### src/rtl/assert_macros.svh
// assertion macros shared by the session slot allocator rtl
// no dependencies; included by the modules that carry assertions
`ifndef ASSERT_MACROS_SVH
`define ASSERT_MACROS_SVH

// checked on every rising edge of clk, off while rst_n is low
`define SSA_ASSERT(label, prop, msg) \
    label: assert property (@(posedge clk) disable iff (!rst_n) (prop)) else $error(msg);

// checked on every rising edge of clk, also during reset
`define SSA_ASSERT_ALWAYS(label, prop, msg) \
    label: assert property (@(posedge clk) (prop)) else $error(msg);

`endif

### src/rtl/ssa_pkg.sv
// shared types and constants of the session slot allocator
// no dependencies; imported by every module of the block
package ssa_pkg;

    localparam int SLOTS_DEFAULT = 8;

    localparam int DEV_W   = 16;
    localparam int STAMP_W = 32;
    localparam int LIMIT_W = 8;
    localparam int FUNC_W  = 3;
    localparam int SLOT_W  = 3;
    localparam int HOW_W   = 3;

    localparam logic [LIMIT_W-1:0] AGE_LIMIT_RESET = 8'd4;

    localparam logic [FUNC_W-1:0] FUNC_ACQUIRE = 3'd0;
    localparam logic [FUNC_W-1:0] FUNC_SET_TX  = 3'd1;
    localparam logic [FUNC_W-1:0] FUNC_CLR_TX  = 3'd2;
    localparam logic [FUNC_W-1:0] FUNC_SET_RX  = 3'd3;
    localparam logic [FUNC_W-1:0] FUNC_CLR_RX  = 3'd4;

    localparam logic [HOW_W-1:0] HOW_MATCH = 3'd0;
    localparam logic [HOW_W-1:0] HOW_EMPTY = 3'd1;
    localparam logic [HOW_W-1:0] HOW_IDLE  = 3'd2;
    localparam logic [HOW_W-1:0] HOW_AGED  = 3'd3;
    localparam logic [HOW_W-1:0] HOW_NONE  = 3'd4;
    localparam logic [HOW_W-1:0] HOW_FLAG  = 3'd5;

    // write command into the slot table
    typedef struct packed {
        logic             claim;
        logic             set_tx;
        logic             clr_tx;
        logic             set_rx;
        logic             clr_rx;
        logic [DEV_W-1:0] owner;
    } tbl_cmd_t;

    // outcome of the parallel search passes
    typedef struct packed {
        logic match_hit;
        logic empty_hit;
        logic idle_hit;
        logic empty_rx;
        logic empty_tx;
    } tbl_find_t;

    // one entry looked up by index
    typedef struct packed {
        logic occupied;
        logic tx;
        logic rx;
    } tbl_entry_t;

endpackage

### src/rtl/ssa_stamp_ram.sv
// age stamp memory, one 32-bit stamp per slot, registered read
// depends on ssa_pkg
module ssa_stamp_ram #(
    parameter int SLOTS = ssa_pkg::SLOTS_DEFAULT
) (
    input  logic                                        clk,
    input  logic                                        we,
    input  logic [(SLOTS > 1 ? $clog2(SLOTS) : 1)-1:0]  waddr,
    input  logic [ssa_pkg::STAMP_W-1:0]                 wdata,
    input  logic [(SLOTS > 1 ? $clog2(SLOTS) : 1)-1:0]  raddr,
    output logic [ssa_pkg::STAMP_W-1:0]                 rdata
);
    import ssa_pkg::*;

    logic [STAMP_W-1:0] mem [SLOTS];

    always_ff @(posedge clk)
    begin
        if (we)
        begin
            mem[waddr] <= wdata;
        end
    end

    always_ff @(posedge clk)
    begin
        rdata <= mem[raddr];
    end

endmodule

### src/rtl/ssa_slot_table.sv
// slot table: owner ids and held flags, with the match, empty and idle searches
// depends on ssa_pkg and assert_macros.svh
module ssa_slot_table #(
    parameter int SLOTS = ssa_pkg::SLOTS_DEFAULT
) (
    input  logic                                        clk,
    input  logic                                        rst_n,
    input  logic [ssa_pkg::DEV_W-1:0]                   dev,
    input  ssa_pkg::tbl_cmd_t                           cmd,
    input  logic [(SLOTS > 1 ? $clog2(SLOTS) : 1)-1:0]  cmd_idx,
    input  logic [(SLOTS > 1 ? $clog2(SLOTS) : 1)-1:0]  q_idx,
    output ssa_pkg::tbl_find_t                          find,
    output logic [(SLOTS > 1 ? $clog2(SLOTS) : 1)-1:0]  match_idx,
    output logic [(SLOTS > 1 ? $clog2(SLOTS) : 1)-1:0]  empty_idx,
    output logic [(SLOTS > 1 ? $clog2(SLOTS) : 1)-1:0]  idle_idx,
    output ssa_pkg::tbl_entry_t                         q
);
    import ssa_pkg::*;

    localparam int IDX_W = SLOTS > 1 ? $clog2(SLOTS) : 1;

    logic [DEV_W-1:0] owner_reg [SLOTS];
    logic [SLOTS-1:0] tx_reg;
    logic [SLOTS-1:0] rx_reg;

    always_ff @(posedge clk or negedge rst_n)
    begin
        if (!rst_n)
        begin
            for (int i = 0; i < SLOTS; i++)
            begin
                owner_reg[i] <= '0;
            end
            tx_reg <= '0;
            rx_reg <= '0;
        end
        else
        begin
            if (cmd.claim)
            begin
                owner_reg[cmd_idx] <= cmd.owner;
            end
            if (cmd.set_tx)
            begin
                tx_reg[cmd_idx] <= 1'b1;
            end
            else if (cmd.clr_tx)
            begin
                tx_reg[cmd_idx] <= 1'b0;
            end
            if (cmd.set_rx)
            begin
                rx_reg[cmd_idx] <= 1'b1;
            end
            else if (cmd.clr_rx)
            begin
                rx_reg[cmd_idx] <= 1'b0;
            end
        end
    end

    // lowest index wins: scan from the top down so a lower hit overwrites a higher one
    always_comb
    begin
        find      = '0;
        match_idx = '0;
        empty_idx = '0;
        idle_idx  = '0;
        for (int i = SLOTS - 1; i >= 0; i--)
        begin
            if (owner_reg[i] == dev)
            begin
                find.match_hit = 1'b1;
                match_idx      = IDX_W'(i);
            end
            if (owner_reg[i] == '0)
            begin
                find.empty_hit = 1'b1;
                find.empty_rx  = rx_reg[i];
                find.empty_tx  = tx_reg[i];
                empty_idx      = IDX_W'(i);
            end
            if (owner_reg[i] != '0 && !rx_reg[i] && !tx_reg[i])
            begin
                find.idle_hit = 1'b1;
                idle_idx      = IDX_W'(i);
            end
        end
    end

    always_comb
    begin
        q.occupied = owner_reg[q_idx] != '0;
        q.tx       = tx_reg[q_idx];
        q.rx       = rx_reg[q_idx];
    end

    `include "assert_macros.svh"

    `SSA_ASSERT(a_claim_no_flag_set, (cmd.claim |-> !cmd.set_tx && !cmd.set_rx), "claim with flag set")
    `SSA_ASSERT(a_claim_lands, (cmd.claim |=> owner_reg[$past(cmd_idx)] == $past(cmd.owner)), "claimed owner not stored")
    `SSA_ASSERT(a_empty_is_free, (find.empty_hit |-> owner_reg[empty_idx] == '0), "empty search points at occupied slot")

endmodule

### src/rtl/session_slot_allocator_unit.sv
// A flag update, or an acquire that finds a matching, empty or idle slot, is handled
// in two steps: the item is registered, then the slot table is searched in parallel
// and written back once the output register is free. An acquire that falls back to an
// aged slot then walks at most SLOTS age stamps, one a cycle while the output
// register is free. The next item is taken once the current one has put its
// result into the output register; a result waiting there does not block acceptance.
// Reset clears owners, flags and the age counter. A stamp is written whenever its slot
// is taken, before any scan can read it, so the stamp memory has no reset and no
// clearing pass. The age limit register may be written at any time the block is idle
// and is 4 after reset.
// depends on ssa_pkg, ssa_slot_table, ssa_stamp_ram and assert_macros.svh
module session_slot_allocator_unit #(
    parameter int SLOTS = ssa_pkg::SLOTS_DEFAULT
) (
    input  logic                          clk,
    input  logic                          rst_n,
    input  logic                          cfg_wr_en,
    input  logic [ssa_pkg::LIMIT_W-1:0]   cfg_wr_data,     // age_limit
    input  logic                          s_axis_tvalid,
    output logic                          s_axis_tready,
    input  logic [23:0]                   s_axis_tdata,    // func, device_id, target_slot
    output logic                          m_axis_tvalid,
    input  logic                          m_axis_tready,
    output logic [15:0]                   m_axis_tdata     // granted, slot, how, drop_rx, drop_tx
);
    import ssa_pkg::*;

    localparam int IDX_W = SLOTS > 1 ? $clog2(SLOTS) : 1;

    typedef enum logic [1:0] {S_IDLE, S_DECIDE, S_SCAN} state_t;

    state_t             state_reg, state_next;
    logic [IDX_W-1:0]   chk_idx_reg, chk_idx_next;
    logic [FUNC_W-1:0]  func_reg;
    logic [DEV_W-1:0]   dev_reg;
    logic [SLOT_W-1:0]  tgt_reg;
    logic [STAMP_W-1:0] age_counter_reg;
    logic [LIMIT_W-1:0] age_limit_reg;

    logic               out_valid_reg;
    logic               granted_reg, granted_next;
    logic [SLOT_W-1:0]  slot_reg, slot_next;
    logic [HOW_W-1:0]   how_reg, how_next;
    logic               drop_rx_reg, drop_rx_next;
    logic               drop_tx_reg, drop_tx_next;

    logic               s_acc;
    logic               out_free;
    logic               out_load;
    logic               tgt_ok;
    logic               aged_ok;
    logic [STAMP_W-1:0] age_diff;

    tbl_cmd_t           cmd;
    logic [IDX_W-1:0]   cmd_idx;
    tbl_find_t          find;
    logic [IDX_W-1:0]   match_idx, empty_idx, idle_idx;
    tbl_entry_t         q;

    logic               ram_we;
    logic [IDX_W-1:0]   ram_waddr;
    logic [IDX_W-1:0]   ram_raddr;
    logic [STAMP_W-1:0] stamp_rd;

    ssa_slot_table #(.SLOTS(SLOTS)) u_table (
        .clk       (clk),
        .rst_n     (rst_n),
        .dev       (dev_reg),
        .cmd       (cmd),
        .cmd_idx   (cmd_idx),
        .q_idx     (chk_idx_reg),
        .find      (find),
        .match_idx (match_idx),
        .empty_idx (empty_idx),
        .idle_idx  (idle_idx),
        .q         (q)
    );

    ssa_stamp_ram #(.SLOTS(SLOTS)) u_stamps (
        .clk   (clk),
        .we    (ram_we),
        .waddr (ram_waddr),
        .wdata (age_counter_reg),
        .raddr (ram_raddr),
        .rdata (stamp_rd)
    );

    assign s_axis_tready = state_reg == S_IDLE;
    assign s_acc         = s_axis_tvalid && s_axis_tready;
    assign out_free      = !out_valid_reg || m_axis_tready;
    assign m_axis_tvalid = out_valid_reg;
    assign m_axis_tdata  = {7'b0, drop_tx_reg, drop_rx_reg, how_reg, slot_reg, granted_reg};

    assign tgt_ok   = 32'(tgt_reg) < SLOTS;
    assign age_diff = age_counter_reg - stamp_rd;
    assign aged_ok  = q.occupied && !q.tx && (age_diff >= STAMP_W'(age_limit_reg));

    always_comb
    begin
        state_next   = state_reg;
        chk_idx_next = chk_idx_reg;
        out_load     = 1'b0;
        granted_next = 1'b0;
        slot_next    = '0;
        how_next     = HOW_NONE;
        drop_rx_next = 1'b0;
        drop_tx_next = 1'b0;
        cmd          = '0;
        cmd.owner    = dev_reg;
        cmd_idx      = '0;
        ram_we       = 1'b0;
        ram_waddr    = '0;
        ram_raddr    = chk_idx_reg;

        case (state_reg)
            S_IDLE:
            begin
                if (s_acc)
                begin
                    state_next = S_DECIDE;
                end
            end
            S_DECIDE:
            begin
                if (out_free)
                begin
                    out_load   = 1'b1;
                    state_next = S_IDLE;
                    case (func_reg)
                        FUNC_ACQUIRE:
                        begin
                            granted_next = 1'b1;
                            if (find.match_hit)
                            begin
                                ram_we    = 1'b1;
                                ram_waddr = match_idx;
                                slot_next = SLOT_W'(match_idx);
                                how_next  = HOW_MATCH;
                            end
                            else if (find.empty_hit)
                            begin
                                cmd.claim    = 1'b1;
                                cmd.clr_tx   = 1'b1;
                                cmd.clr_rx   = 1'b1;
                                cmd_idx      = empty_idx;
                                ram_we       = 1'b1;
                                ram_waddr    = empty_idx;
                                slot_next    = SLOT_W'(empty_idx);
                                how_next     = HOW_EMPTY;
                                drop_rx_next = find.empty_rx;
                                drop_tx_next = find.empty_tx;
                            end
                            else if (find.idle_hit)
                            begin
                                cmd.claim = 1'b1;
                                cmd_idx   = idle_idx;
                                ram_we    = 1'b1;
                                ram_waddr = idle_idx;
                                slot_next = SLOT_W'(idle_idx);
                                how_next  = HOW_IDLE;
                            end
                            else
                            begin
                                out_load     = 1'b0;
                                granted_next = 1'b0;
                                state_next   = S_SCAN;
                                chk_idx_next = '0;
                                ram_raddr    = '0;
                            end
                        end
                        FUNC_SET_TX, FUNC_CLR_TX, FUNC_SET_RX, FUNC_CLR_RX:
                        begin
                            if (tgt_ok)
                            begin
                                cmd.set_tx   = func_reg == FUNC_SET_TX;
                                cmd.clr_tx   = func_reg == FUNC_CLR_TX;
                                cmd.set_rx   = func_reg == FUNC_SET_RX;
                                cmd.clr_rx   = func_reg == FUNC_CLR_RX;
                                cmd_idx      = IDX_W'(tgt_reg);
                                granted_next = 1'b1;
                                slot_next    = tgt_reg;
                                how_next     = HOW_FLAG;
                            end
                        end
                        default:
                        begin
                            how_next = HOW_NONE;
                        end
                    endcase
                end
            end
            S_SCAN:
            begin
                if (out_free)
                begin
                    if (aged_ok)
                    begin
                        cmd.claim    = 1'b1;
                        cmd.clr_rx   = 1'b1;
                        cmd_idx      = chk_idx_reg;
                        ram_we       = 1'b1;
                        ram_waddr    = chk_idx_reg;
                        out_load     = 1'b1;
                        granted_next = 1'b1;
                        slot_next    = SLOT_W'(chk_idx_reg);
                        how_next     = HOW_AGED;
                        drop_rx_next = q.rx;
                        state_next   = S_IDLE;
                    end
                    else if (chk_idx_reg == IDX_W'(SLOTS - 1))
                    begin
                        out_load   = 1'b1;
                        state_next = S_IDLE;
                    end
                    else
                    begin
                        chk_idx_next = chk_idx_reg + 1'b1;
                        ram_raddr    = chk_idx_reg + 1'b1;
                    end
                end
            end
            default:
            begin
                state_next = S_IDLE;
            end
        endcase
    end

    always_ff @(posedge clk or negedge rst_n)
    begin
        if (!rst_n)
        begin
            state_reg       <= S_IDLE;
            chk_idx_reg     <= '0;
            age_counter_reg <= '0;
            age_limit_reg   <= AGE_LIMIT_RESET;
            out_valid_reg   <= 1'b0;
        end
        else
        begin
            state_reg   <= state_next;
            chk_idx_reg <= chk_idx_next;
            if (cfg_wr_en)
            begin
                age_limit_reg <= cfg_wr_data;
            end
            if (s_acc && s_axis_tdata[2:0] == FUNC_ACQUIRE)
            begin
                age_counter_reg <= age_counter_reg + 1'b1;
            end
            if (out_load)
            begin
                out_valid_reg <= 1'b1;
            end
            else if (m_axis_tready)
            begin
                out_valid_reg <= 1'b0;
            end
        end
    end

    always_ff @(posedge clk)
    begin
        if (s_acc)
        begin
            func_reg <= s_axis_tdata[2:0];
            dev_reg  <= s_axis_tdata[18:3];
            tgt_reg  <= s_axis_tdata[21:19];
        end
        if (out_load)
        begin
            granted_reg <= granted_next;
            slot_reg    <= slot_next;
            how_reg     <= how_next;
            drop_rx_reg <= drop_rx_next;
            drop_tx_reg <= drop_tx_next;
        end
    end

    `include "assert_macros.svh"

    `SSA_ASSERT(a_accept_then_decide, (s_acc |=> state_reg == S_DECIDE), "accepted item not decided next")
    `SSA_ASSERT(a_load_from_work, (out_load |-> state_reg == S_DECIDE || state_reg == S_SCAN), "result loaded while idle")
    `SSA_ASSERT(a_counter_on_acquire, (!$stable(age_counter_reg) |-> $past(s_acc && s_axis_tdata[2:0] == FUNC_ACQUIRE)), "age counter moved without acquire")
    `SSA_ASSERT(a_scan_in_range, (state_reg == S_SCAN |-> 32'(chk_idx_reg) < SLOTS), "scan index beyond table")

endmodule
### config.mk
export PLATFORM = sky130hd
export DESIGN_NAME = session_slot_allocator_unit
export DESIGN_NICKNAME = d
export VERILOG_FILES = /design/src/rtl/ssa_pkg.sv /design/src/rtl/ssa_stamp_ram.sv /design/src/rtl/ssa_slot_table.sv /design/src/rtl/session_slot_allocator_unit.sv
export VERILOG_INCLUDE_DIRS = /design/src /design/src/rtl
export SDC_FILE = /design/constraint.sdc
export NUM_CORES = 1
export LEC_CHECK = 0
export BUFFER_PORTS_ARGS = -buffer_cell sky130_fd_sc_hd__buf_2
export CORE_UTILIZATION = 57
export CTS_BUF_LIST = sky130_fd_sc_hd__clkbuf_8 sky130_fd_sc_hd__clkbuf_16
export DETAILED_ROUTE_END_ITERATION = 10
export HOLD_SLACK_MARGIN = 0.08
export PLACE_DENSITY = 0.75
export SYNTH_ARGS = -nofsm -noshare
export SYNTH_HDL_FRONTEND = slang
export SYNTH_HIERARCHICAL = 1
export SYNTH_SLANG_ARGS = --single-unit
### constraint.sdc
create_clock -name clk -period 6.8 [get_ports clk]
set_input_delay 0.68 -clock clk [delete_from_list [all_inputs] [get_ports clk]]
set_output_delay 0.68 -clock clk [all_outputs]
set_load 0.005 [all_outputs]
# Word-level counts from Yosys, hierarchy flattened
# Memory sizes are Yosys's and may differ from the RTL's. A register that Yosys moved wholly into a read port is not among the register bits.
# Index checks and enable logic that the tools add are counted.
dict set report word_totals {
  ff_bits 221
  mem_bits_rw 256
  input_bits 37
  output_inout_bits 18
  wordCells 285
  mem_count 1
}
# name depth word_bits rd rd_ports_with_merged_regs wr line
set memory_table {}
lappend memory_table {u_stamps.mem 8 32 1 1 1 ssa_stamp_ram.sv:15} ;# logic [STAMP_W-1:0] mem [SLOTS];
dict set report op_classes {
  n_addsub 3
  n_lt_le_gt_ge 7
  eq_ne 19
  muxes 154
  bitwise 11
  reduce_logical 67
}
# cell count
set op_table {}
lappend op_table {{3-bit two-way mux} 49}
lappend op_table {{16-bit nonzero test} 9}
lappend op_table {{128-bit bitwise mux} 1}
lappend op_table {{16-bit == test} 8}
lappend op_table {{16-bit zero test} 8}
lappend op_table {{1-bit two-way mux} 56}
lappend op_table {{16-bit binary-select mux with 3-bit select} 1}
lappend op_table {{16-bit demux with 3-bit select} 1}
lappend op_table {{16-bit two-way mux} 3}
lappend op_table {{3-bit case mux with 2 select lines} 8}
lappend op_table {{2-bit two-way mux} 17}
lappend op_table {{32-bit by 1-bit adder with 32-bit output, second input constant} 1}
lappend op_table {{32-bit by 8-bit >= comparator with 1-bit output} 1}
lappend op_table {{8-bit two-way mux} 4}
lappend op_table {{32-bit subtractor} 1}
lappend op_table {{1-bit logical AND} 22}
lappend op_table {{1-bit zero test} 18}
lappend op_table {{1-bit case mux with 2 select lines} 9}
lappend op_table {{8-bit bitwise AND} 2}
lappend op_table {{8-bit bitwise OR} 2}
lappend op_table {{4-bit >= comparator, second input constant} 2}
lappend op_table {{3-bit by 4-bit < comparator with 1-bit output, second input constant} 2}
lappend op_table {{3-bit NOT with 4-bit output} 2}
lappend op_table {{8-bit NOT} 1}
lappend op_table {{23 further kinds} 33}

# Logic depth before layout (Yosys ltp)
dict set report depth {
  word_depth 25
  ltp_mapped 24
}

# Modules after synthesis
# Netlist, hierarchy kept.
# mod instances cells_per_inst area_each_um2 seq_area_each_um2
set by_module_without_submodules {}
lappend by_module_without_submodules {ssa_stamp_ram 1 415 10466.3 8328.0}
lappend by_module_without_submodules {ssa_slot_table 1 654 7803.7 3603.5}
lappend by_module_without_submodules {session_slot_allocator_unit 1 678 6050.8 2083.2}

# Worst setup path before layout
# OpenSTA, ideal clock, no wires.
dict set report synth_timing {
  path_type {register to register}
  from {register age_counter_reg[0]}
  to {memory u_stamps.mem[0][0], enable pin}
  setup_ps 461
  arrival_ps 6561
  required_ps 6339
  slack_ps -222
  stages_incl_launch_ff 21
  path_buffers 0
  synth_period_minus_slack_ps 7022
  cell_sequence {dfrtp_1 -> inv_1 -> ha_1 -> fa_1 -> nand2b_1 -> a21o_1 -> nand2_1 -> xor2_1 -> ha_1 -> a21oi_1 -> o22ai_1 -> a31oi_1 -> o211ai_1 -> or4_1 -> nor4_1 -> nand4_1 -> o311ai_4 -> nor2_2 -> a311o_1 -> nand2b_1 -> nor3_1}
}
dict set report synth_via {
  word_cells_on_any_way 11
  cone_classes {add/sub: 1; order compare: 1; mux: 8; reduce/logical: 1}
}
# item line
set synth_lines {}
lappend synth_lines {{start, declared} session_slot_allocator_unit.sv:37} ;# logic [STAMP_W-1:0] age_counter_reg;
lappend synth_lines {{start signal, assigned} session_slot_allocator_unit.sv:249} ;# age_counter_reg <= age_counter_reg + 1'b1;
lappend synth_lines {{32-bit subtractor} session_slot_allocator_unit.sv:95} ;# assign age_diff = age_counter_reg - stamp_rd;
lappend synth_lines {{32-bit by 8-bit >= comparator with 1-bit output} session_slot_allocator_unit.sv:96} ;# assign aged_ok = q.occupied && !q.tx && (age_diff >= STAMP_W'(age_limit_reg));
lappend synth_lines {{1-bit logical AND} session_slot_allocator_unit.sv:96}
lappend synth_lines {{3-bit two-way mux} session_slot_allocator_unit.sv:196} ;# if (aged_ok)
lappend synth_lines {{3-bit two-way mux} session_slot_allocator_unit.sv:194} ;# if (out_free)
lappend synth_lines {{3-bit case mux with 2 select lines} session_slot_allocator_unit.sv:115} ;# case (state_reg)
lappend synth_lines {{via ram_waddr[2]} session_slot_allocator_unit.sv:61} ;# logic [IDX_W-1:0] ram_waddr;
lappend synth_lines {{end, declared} ssa_stamp_ram.sv:15}
# The timed path passes the listed nets, and every way through them passes these cells.

# Final worst setup path
dict set report layout_timing {
  from {register age_counter_reg[0]}
  to {register u_stamps/rdata[14] (netlist bit), read port of u_stamps.mem}
}
dict set report layout_via {
  elab_chain_len 6
}
# item line
set layout_rtl {}
lappend layout_rtl {{32-bit subtractor} session_slot_allocator_unit.sv:95}
lappend layout_rtl {{32-bit by 8-bit >= comparator with 1-bit output} session_slot_allocator_unit.sv:96}
lappend layout_rtl {{1-bit logical AND} session_slot_allocator_unit.sv:96}
lappend layout_rtl {{3-bit two-way mux (2 in a row)} n/a}
lappend layout_rtl {{3-bit case mux with 2 select lines} n/a}
lappend layout_rtl {{via chk_idx_next[0]} session_slot_allocator_unit.sv:33} ;# logic [IDX_W-1:0] chk_idx_reg, chk_idx_next;
lappend layout_rtl {{end, declared} ssa_stamp_ram.sv:11} ;# output logic [ssa_pkg::STAMP_W-1:0] rdata
# The timed path passes the listed nets, and every way through them passes these cells.
# A chain may end at the register's enable or synchronous reset.

==> results.sh <==
export IMPL_worstPathRequired_ps=7280
export IMPL_critPathArrivalTime_ps=6890
export IMPL_ir_drop_uv=257
export IMPL_end_kind="register"
export IMPL_yosysWarnings=6
export IMPL_cts_tree="yes"
export IMPL_syn_to_final_growth_pct=10.8
export IMPL_coreArea_um2=42000
export IMPL_hold_path_class="in2async"
export IMPL_max_freq_mhz=156
export IMPL_hold_viol_final=0
export IMPL_die_h_um=209
export IMPL_path_delay_family="compound AO/OA/AOI/OAI gates"
export IMPL_p_leak_uw=0.0107
export IMPL_wl_met2_mm=26.9
export IMPL_critical_path_class="reg2reg"
export IMPL_portBuffers=45
export IMPL_rows=75
export IMPL_drv_slew=0
export IMPL_dp_hpwl_mm=33.8
export IMPL_wl_mm=53.7
export IMPL_synth_flop_cell="edfxtp_1"
export IMPL_ctsResizeCount=0
export IMPL_tightestPinTransition_ps=1030
export IMPL_grt_max_degree=94
export IMPL_largest_reg_flops=256
export IMPL_drtPass1Iterations=5
export IMPL_final_nets=1876
export IMPL_wl_per_cell_um=22.6
export IMPL_die_area_um2=43500
export IMPL_cp_start_kind="register"
export IMPL_gp_congestion=0.947
export IMPL_diodes=0
export IMPL_clockBufferDepth=3
export IMPL_hold_ws_ps=141
export IMPL_yosysSeqAreaShare=0.576
export IMPL_outcome="completed"
export IMPL_drive_above_1_share=0.208
export IMPL_cp_cell_sequence="inv_1 > ha_1 > fa_1 > nand2b_1 > a21o_1 > nand2_1 > xor2_1 > ha_1 > a21oi_1 > o22ai_1 > a31oi_1 > o211ai_1 > or4_1 > nor4_1 > nand4_1 > o311ai_4 > a31oi_1 > a41oi_4 > buf_12 > mux4_1 > mux2_2"
export IMPL_initialDrtViolationCount=1128
export IMPL_drc=0
export IMPL_grt_pass1_vias=15100
export IMPL_vias_per_cell=6.23
export IMPL_fin_crit_ps=6410
export IMPL_gr_usage_all_layers=0.252
export IMPL_grt_overflow_total=0
export IMPL_rsz0062_at_grt="no"
export IMPL_ioPinCount=55
export IMPL_async_reset_ff_frac=0.373
export IMPL_path_clk_slew_ps=60
export IMPL_cts_root_buf="clkbuf_16"
export IMPL_initial_core_util=0.579
export IMPL_syn_area_um2=24300
export IMPL_synth_edf_count=287
export IMPL_fill_cells=3064
export IMPL_min_period_over_period=0.943
export IMPL_setup_tns_ps=0
export IMPL_powerDensity_nw_per_um2=292
export IMPL_numCtsBuffers=52
export IMPL_ant_nets=0
export IMPL_synthDistinctLibCells=95
export IMPL_num_vias=14800
export IMPL_slowest_delay_ps=620
export IMPL_seqCellArea_um2=14000
export IMPL_route_met3_wl_mm=2.78
export IMPL_m1WireLength_mm=22.9
export IMPL_crit_buf_inv=2
export IMPL_grt_pass1_wl_mm=84.7
export IMPL_slew_headroom=0.310
export IMPL_multiInputGateArea_um2=9660
export IMPL_maxCapViolCount=0
export IMPL_setup_violations_final=0
export IMPL_clk_latency_ps=610
export IMPL_die_width_um=209
export IMPL_synth_seq_cells=509
export IMPL_postCtsSetupBuffers=0
export IMPL_avgSynthCellArea_um2=13.9
export IMPL_cpMaxStageDelayCell="mux4_1"
export IMPL_clock_skew_ps=24.2
export IMPL_syn_inst=1747
export IMPL_numClockSinks=509
export IMPL_hold_buffers=0
export IMPL_cp_max_fo=38
export IMPL_grt_antenna_before_repair=0
export IMPL_h_tree_depth=2
export IMPL_dr_max_layer_used="met4"
## per-layer routing
layer / vias up / global-route usage
met5: - / 0
met4: 0 / 0.0756
met3: 78 / 0.0294
met2: 401 / 0.432
met1: 7587 / 0.339
li1: 6747 / -
## where the power goes
| part | total, µW | internal, µW | switching (µW) |
|---|---|---|---|
| clock network | 2940 | 1740 | 1200 |
| registers | 3740 | 3470 | 271 |
| logic | 1180 | 515 | 670 |
| total | 7860 | 5720 | 2140 |
## Yosys cell counts (6+ instances only)
| cell | n | area (µm²) |
|---|---|---|
| edfxtp_1 | 287 | 8620 |
| dfrtp_1 | 189 | 4730 |
| mux2_2 | 142 | 1600 |
| xor2_1 | 125 | 1090 |
| nand2_1 | 94 | 353 |
| nor2_1 | 67 | 251 |
| inv_1 | 62 | 233 |
| nor4_1 | 58 | 363 |
| xnor2_1 | 48 | 420 |
| ha_1 | 44 | 551 |
| nand4_1 | 44 | 275 |
| a21oi_1 | 43 | 215 |
| mux4_1 | 40 | 1050 |
| buf_2 | 39 | 195 |
| o21ai_0 | 35 | 175 |
| dfxtp_1 | 32 | 641 |
| mux4_2 | 29 | 653 |
| nor3_1 | 25 | 125 |
| mux2_1 | 21 | 236 |
| nand3_1 | 21 | 105 |
| a22o_1 | 17 | 149 |
| buf_6 | 17 | 191 |
| o211ai_1 | 17 | 128 |
| nand2b_1 | 16 | 100 |
| o21a_1 | 15 | 113 |
| and3_1 | 13 | 81.3 |
| clkbuf_1 | 13 | 48.8 |
| a31oi_1 | 11 | 68.8 |
| buf_4 | 11 | 82.6 |
| a21o_1 | 10 | 75.1 |
| a211oi_1 | 9 | 67.6 |
| nor4_2 | 9 | 113 |
| or3_1 | 9 | 56.3 |
| a21oi_2 | 7 | 61.3 |
| o22ai_1 | 7 | 43.8 |
| buf_1 | 6 | 22.5 |
| o21ai_1 | 6 | 30.0 |
## cells in the final DEF (no fill, tap or decap), types with 40 or more instances in the layout
cell	count
a21oi_1	43
buf_2	44
clkbuf_16	55
dfrtp_1	189
edfxtp_1	287
ha_1	44
inv_1	74
mux2_2	142
mux4_1	40
nand2_1	94
nand4_1	44
nor2_1	61
nor4_1	58
xnor2_1	48
xor2_1	125
## area by class of cell
type | count | area share
tap | 539 | 0.0250
timing repair buffer | 73 | 0.0207
clock inverter | 36 | 0.0124
multi-input combinational | 1095 | 0.358
sequential | 509 | 0.520
inverter | 63 | 0.00878
clock buffer | 62 | 0.0546
## path summary, 6_finish.rpt
check / startpoint / end / slack [ps] / depth (start not counted)
setup reg to reg: age_counter_reg[0]$_DFFE_PN0P_ / u_stamps/rdata[14]$_DFF_P_ / 390 / 21
hold reg to reg: u_table/owner_reg[42]$_DFFE_PN0P_ / u_table/owner_reg[42]$_DFFE_PN0P_ / 540 / 1
max in group asynchronous: rst_n / age_counter_reg[22]$_DFFE_PN0P_ / 5340 / 2
hold / removal: rst_n / u_table/owner_reg[52]$_DFFE_PN0P_ / 140 / 1
min in group clk: s_axis_tdata[15] / dev_reg[12]$_DFFE_PP_ / 250 / 1
setup / recovery: age_counter_reg[0]$_DFFE_PN0P_ / u_stamps/rdata[14]$_DFF_P_ / 390 / 21
## per-stage QoR
step | cell area (µm²) | utilization | worst slack, ps | total power (µW) | cells
detailed placement | 25100 | 0.598 | 468 | 4960 | 2279
floorplan | 24400 | - | 635 | 4570 | 1753
CTS | 26900 | 0.641 | 399 | 7910 | 2377
global route | 26900 | 0.641 | 125 | 8160 | 2377
finish | 26900 | 0.641 | 389 | 7860 | 2377
global placement | 25100 | 0.598 | 595 | 4930 | 2279
## kinds of logic (layout without fill, tap and decap cells)
group	after synthesis	after routing	share of synthesized area
compound gates	236	236	0.0695
xor+xnor	173	173	0.0623
fa+ha+maj	45	45	0.0235
buf+inv	149	234	0.0319
flops	509	509	0.576
mux	235	235	0.147
other cells	1	7	0.000154
simple gates	399	399	0.0896
Note: power is estimated with default switching activity, not from simulation.
